==> config.mk <==
export PLATFORM = sky130hd
export DESIGN_NAME = smm_mac
export DESIGN_NICKNAME = d
export VERILOG_FILES = /design/src/smm_pkg.sv /design/src/smm_mac.sv
export SDC_FILE = /design/constraint.sdc
export NUM_CORES = 1
export LEC_CHECK = 0
export BUFFER_PORTS_ARGS = -buffer_cell sky130_fd_sc_hd__buf_4
export CAP_MARGIN = 25
export CELL_PAD_IN_SITES_DETAIL_PLACEMENT = 0
export CELL_PAD_IN_SITES_GLOBAL_PLACEMENT = 1
export CORE_MARGIN = 2
export CORE_UTILIZATION = 40
export DETAILED_ROUTE_END_ITERATION = 6
export GPL_TIMING_DRIVEN = 0
export PLACE_DENSITY_LB_ADDON = 0.12
export SLEW_MARGIN = 10
export SYNTH_ARGS = -nofsm -noshare
export SYNTH_HDL_FRONTEND = slang
export SYNTH_SLANG_ARGS = --single-unit
==> constraint.sdc <==
create_clock -name aclk -period 6.8 [get_ports aclk]
set_input_delay 0.34 -clock aclk [delete_from_list [all_inputs] [get_ports aclk]]
set_output_delay 0.34 -clock aclk [all_outputs]
set_load 0.02 [all_outputs]
==> src/smm_pkg.sv <==
// Shared types and constants for the square matrix multiply block.
package smm_pkg;

    localparam int ELEM_W   = 16;
    localparam int IDX_FW   = 4;
    localparam int PROD_W   = 32;
    localparam int SUM_W    = 36;
    localparam int KIND_W   = 2;
    localparam int DIM_W    = 5;
    localparam int RES_CAP  = 16;

    localparam int S_TDATA_W = 24;
    localparam int M_TDATA_W = 48;

    localparam logic [KIND_W-1:0] KIND_LOAD_A  = 2'd0;
    localparam logic [KIND_W-1:0] KIND_LOAD_B  = 2'd1;
    localparam logic [KIND_W-1:0] KIND_ROW_REQ = 2'd2;

    localparam logic [DIM_W-1:0] SIZE_RESET = 5'd16;

    typedef struct packed {
        logic valid;
        logic first_term;
        logic last_term;
    } mac_ctrl_t;

endpackage

==> src/smm_mac.sv <==
// Shared multiply-accumulate unit: one registered multiplier and one accumulator.
module smm_mac (
    input  logic                              aclk,
    input  logic                              aresetn,
    input  smm_pkg::mac_ctrl_t                ctrl,
    input  logic signed [smm_pkg::ELEM_W-1:0] a_data,
    input  logic signed [smm_pkg::ELEM_W-1:0] b_data,
    output logic                              done,
    output logic signed [smm_pkg::SUM_W-1:0]  sum
);
    import smm_pkg::*;

    logic signed [PROD_W-1:0] prod_reg;
    mac_ctrl_t                ctrl_reg;
    logic signed [SUM_W-1:0]  acc_reg;
    logic signed [SUM_W-1:0]  acc_next;
    logic signed [SUM_W-1:0]  prod_ext;
    logic                     done_reg;

    assign prod_ext = SUM_W'(prod_reg);

    always_comb begin
        acc_next = acc_reg;
        if (ctrl_reg.valid) begin
            acc_next = ctrl_reg.first_term ? prod_ext : acc_reg + prod_ext;
        end
    end

    always_ff @(posedge aclk) begin
        if (!aresetn) begin
            ctrl_reg <= '0;
            done_reg <= 1'b0;
        end else begin
            ctrl_reg <= ctrl;
            done_reg <= ctrl_reg.valid & ctrl_reg.last_term;
        end
        prod_reg <= a_data * b_data;
        acc_reg  <= acc_next;
    end

    assign done = done_reg;
    assign sum  = acc_reg;

endmodule

# After elaboration in Yosys (flattened, before gate mapping)

Cells that the tools add are included.

Add/subtract/negate cells: 1
Multipliers: 1
Muxes and demuxes: 1
Bitwise gates (word level): 1

Operators by type and width:

| kind                                           | count |
|---|---|
| 36-bit by 32-bit adder with 36-bit output      | 1 |
| 36-bit two-way mux                             | 1 |
| 16-bit by 16-bit multiplier with 32-bit output | 1 |
| 1-bit bitwise AND                              | 1 |

Register bits: 72
Bits of input ports: 37
Output and inout port bits: 37
Word-level logic and storage cells: 10

# Depth between registers and ports, before layout

Word-level depth: 2
Gate-level depth with buffers: 24
Depth with buffers taken out: 23

# Worst setup path before layout

Ideal clock, no wire load.

Path type: input to register
Start: in a_data[15] (netlist name)
End: reg prod_reg[30]
Setup time: 72 ps
Data arrival time: 5,806 ps
Required time: 6,728 ps
Path slack: 922 ps
Stages on the path: 21
Path buffers: 1
Path through: clkbuf_1 > nand2_1 > inv_1 > fa_1 > inv_1 > fa_1 > inv_1 > fa_1 > inv_1 > fa_1 > fa_1 > fa_1 > inv_1 > ha_1 > a211o_1 > or4_1 > o221ai_1 > a31oi_1 > a31o_2 > o211ai_1 > xnor2_1

Word-level cells in the longest chain between the ends: 1

RTL lines:

| element                                        | RTL line      | text |
|---|---|---|
| from (decl)                                    | smm_mac.sv:6  | `input logic signed [smm_pkg::ELEM_W-1:0] a_data,` |
| 16-bit by 16-bit multiplier with 32-bit output | smm_mac.sv:37 | `prod_reg <= a_data * b_data;` |
| to (signal assigned)                           | smm_mac.sv:37 |  |
| to (decl)                                      | smm_mac.sv:13 | `logic signed [PROD_W-1:0] prod_reg;` |

No other way between the ends.
A chain may end at the register's enable or synchronous reset.

# Final worst setup path

Start: in a_data[9] (netlist name)
End: reg prod_reg[31]

The elaborated chain is that of the path after synthesis.

==> flow_summary.yaml <==
yosys:
  yosysUniqueCellTypes: 69
  synth_fp_nets: 1909
  async_flop_share: 0
  avgSynthCellArea_um2: 9.31
  yosys.area.top_type: "fa_1"
  netlist_area_mm2: 0.0139
  ys.warnings.count: 0
  synth_edf_count: 36
  yosys.area.top_type_share: 0.379
  synth-seq-area-share: 0.130
  postSynthCellCount: 1492
  yosys_register_bits: 72
  ys.flop_type: "edfxtp_1"
  synth_area_leaders: "fa_1 38%, ha_1 11%, inv_1 8.8%"
global_routing:
  grt_pass1_vias: 10600
  grt_max_degree: 23
  gr-total-overflow: 0
  grt_use_total: 0.205
  antenna_found_initial: 0
  grt_pass1_wl_um: 57400
timing:
  rsz0062_at_grt: "no"
  hold_violations: 0
  post-route-worst-setup-slack_ps: 332
  finalSetupTns_ps: 0
  final.setup_skew_ps: 4.10
  setup_viol: 0
  worst_pin_slew_ps: 719
  fmax_mhz: 155
  drv_slew: 0
  slew_headroom: 0.521
  min_period_over_period: 0.951
  period_minus_slack_ps: 6470
floorplanning:
  initial_core_util: 0.404
  io_pins: 74
  die_area_mm2: 0.0362
  die_y_um: 190
  fp.coreArea_mm2: 0.0344
  die_w_um: 190
  rows: 68
setup_path:
  crit_type: "in -> reg"
  path_common_cell: "fa_1"
  path_buf_inv: 5
  start_kind: "input port"
  crit_chain: "buf_4 > clkbuf_1 > nand2_1 > fa_1 > fa_1 > fa_1 > fa_1 > inv_1 > fa_1 > inv_1 > fa_1 > inv_1 > ha_1 > a211o_1 > o31ai_1 > a311oi_1 > o21ai_1 > a32oi_1 > and4_1 > nor3_1"
  crit_slowest_cell: "fa_1"
  cp-end-kind: "flip-flop"
  cp_top_family: "adder cells"
  path_max_fanout: 10
  slowest_delay_ps: 540
  arrival_ps: 6700
  worstPathRequired_ps: 7030
placement:
  io_buffers: 73
  dp_worst_setup_slack_ps: -217
  routabilityCongestion: 0.867
  dpl.hpwl_um: 30400
cts:
  post_cts_buffers: 0
  cts_buffer_depth: 2
  worstSkewPairLatency_ps: 340
  cts_root_buf: "clkbuf_16"
  cts_buffers: 9
  h-tree-depth: 3
  clkTransAtPathRegs_ps: 60
  cts.sinks: 72
  cts_tree: "built"
  hold_buffers: 0
detailed_routing:
  routed_via_density: 4.87
  vias: 9902
  wl_um: 34900
  first_pass_iters: 5
  postRouteAntennaNets: 0
  wl_per_cell_um: 17.1
  first_iter_violations: 531
  drc_errors: 0
finish:
  layout_common_cells: "325 x inv_1, 262 x fa_1, 167 x nand2_1"
  utilization: 0.446
  nets: 1992
  final_common_cell: "inv_1"
  n_antenna_cell: 0
  layout-drive-gt1-share: 0.0722
  areaGrowthSynthToFinish_pct: 10.5
  largest_reg_flops: 36
run_status:
  status: "finished clean"
run:
  maxCapViolCount: 0
hold_path:
  hold_path_class: "in -> reg"
layout make-up:
cell class              count  area [um2]
fillers                  3460       19000
multi-input cells        1052       10700
clock inverters             4        30.0
flip-flops and latches     72        1800
well taps                 455         569
inverters                 325        1220
repair buffers             74         568
plain buffers              41         164
clock buffers              12         289
metal layers:
| layer | vias to the layer above | share of wire | GRT usage |
|---|---|---|---|
| li1 | 4810 | - | - |
| met1 | 4847 | 0.51 | 0.306 |
| met2 | 217 | 0.43 | 0.321 |
| met3 | 28 | 0.043 | 0.0234 |
| met4 | 0 | 0.014 | 0.0408 |
| met5 | - | 0 | 0 |
repair_timing:
action                                  in CTS  in global routing
endpoints found under the setup margin       0                  1
endpoints found under the hold margin        0                  0
resized for setup                            0                  1
logic make-up after synthesis:
family          Yosys count  synth area share
flops                    72             0.130
fa+ha+maj               380             0.485
mux                       4           0.00315
xor+xnor                 66            0.0416
buf+inv                 368             0.100
simple gates            397             0.143
compound gates          205            0.0973
worst reg2reg max path, stage by stage, from the launching register on:
cell       delay, ps
edfxtp_1         440
ha_1             410
a21oi_1          200
o21ai_0          170
a2111oi_0        530
nand4_1          270
nand2_1          170
o21ai_0          200
a211oi_1         400
nor4b_1           90
a211o_1          230
cell usage after synthesis (3+ instances only):
cell,n
nand2b_1,8
fa_1,263
mux2_2,3
nand4_1,6
nor2b_1,6
or3_1,3
xor2_1,24
a211o_1,6
nor3b_1,3
nor3_1,6
o31ai_1,7
and3_1,7
nand2_1,167
nor2_1,32
o21ai_1,3
ha_1,117
a21o_1,23
o21bai_1,13
clkbuf_1,40
o21ai_0,51
a211oi_1,5
xnor2_1,42
o211ai_1,4
edfxtp_1,36
a21oi_1,50
a31oi_1,4
dfxtp_1,36
o21a_1,7
and2_1,130
inv_1,325
a21boi_0,3
nand3_1,15
final timing paths:
path                          start                     end  slack, ps  depth (start not counted)
max                       a_data[9]    prod_reg[31]$_DFF_P_        330                         20
min                         ctrl[2]  ctrl_reg[2]$_SDFF_PN0_        210                          2
max reg2reg       sum[21]$_DFFE_PP_       sum[34]$_DFFE_PP_       3440                         10
min reg2reg  ctrl_reg[0]$_SDFF_PN0_         done$_SDFF_PN0_        460                          1
through the flow:
step | cells | hold WS [ps] | cell area (um2)
floorplan | 1492 | 429 | 13900
global placement | 2020 | 439 | 15000
detailed placement | 2021 | 440 | 15000
CTS | 2037 | 200 | 15300
global route | 2035 | 211 | 15300
finish | 2035 | 212 | 15300
Power is left out: the tool's default activity adds up to more than one toggle a clock period on the data nets, which glitch-free logic cannot reach.
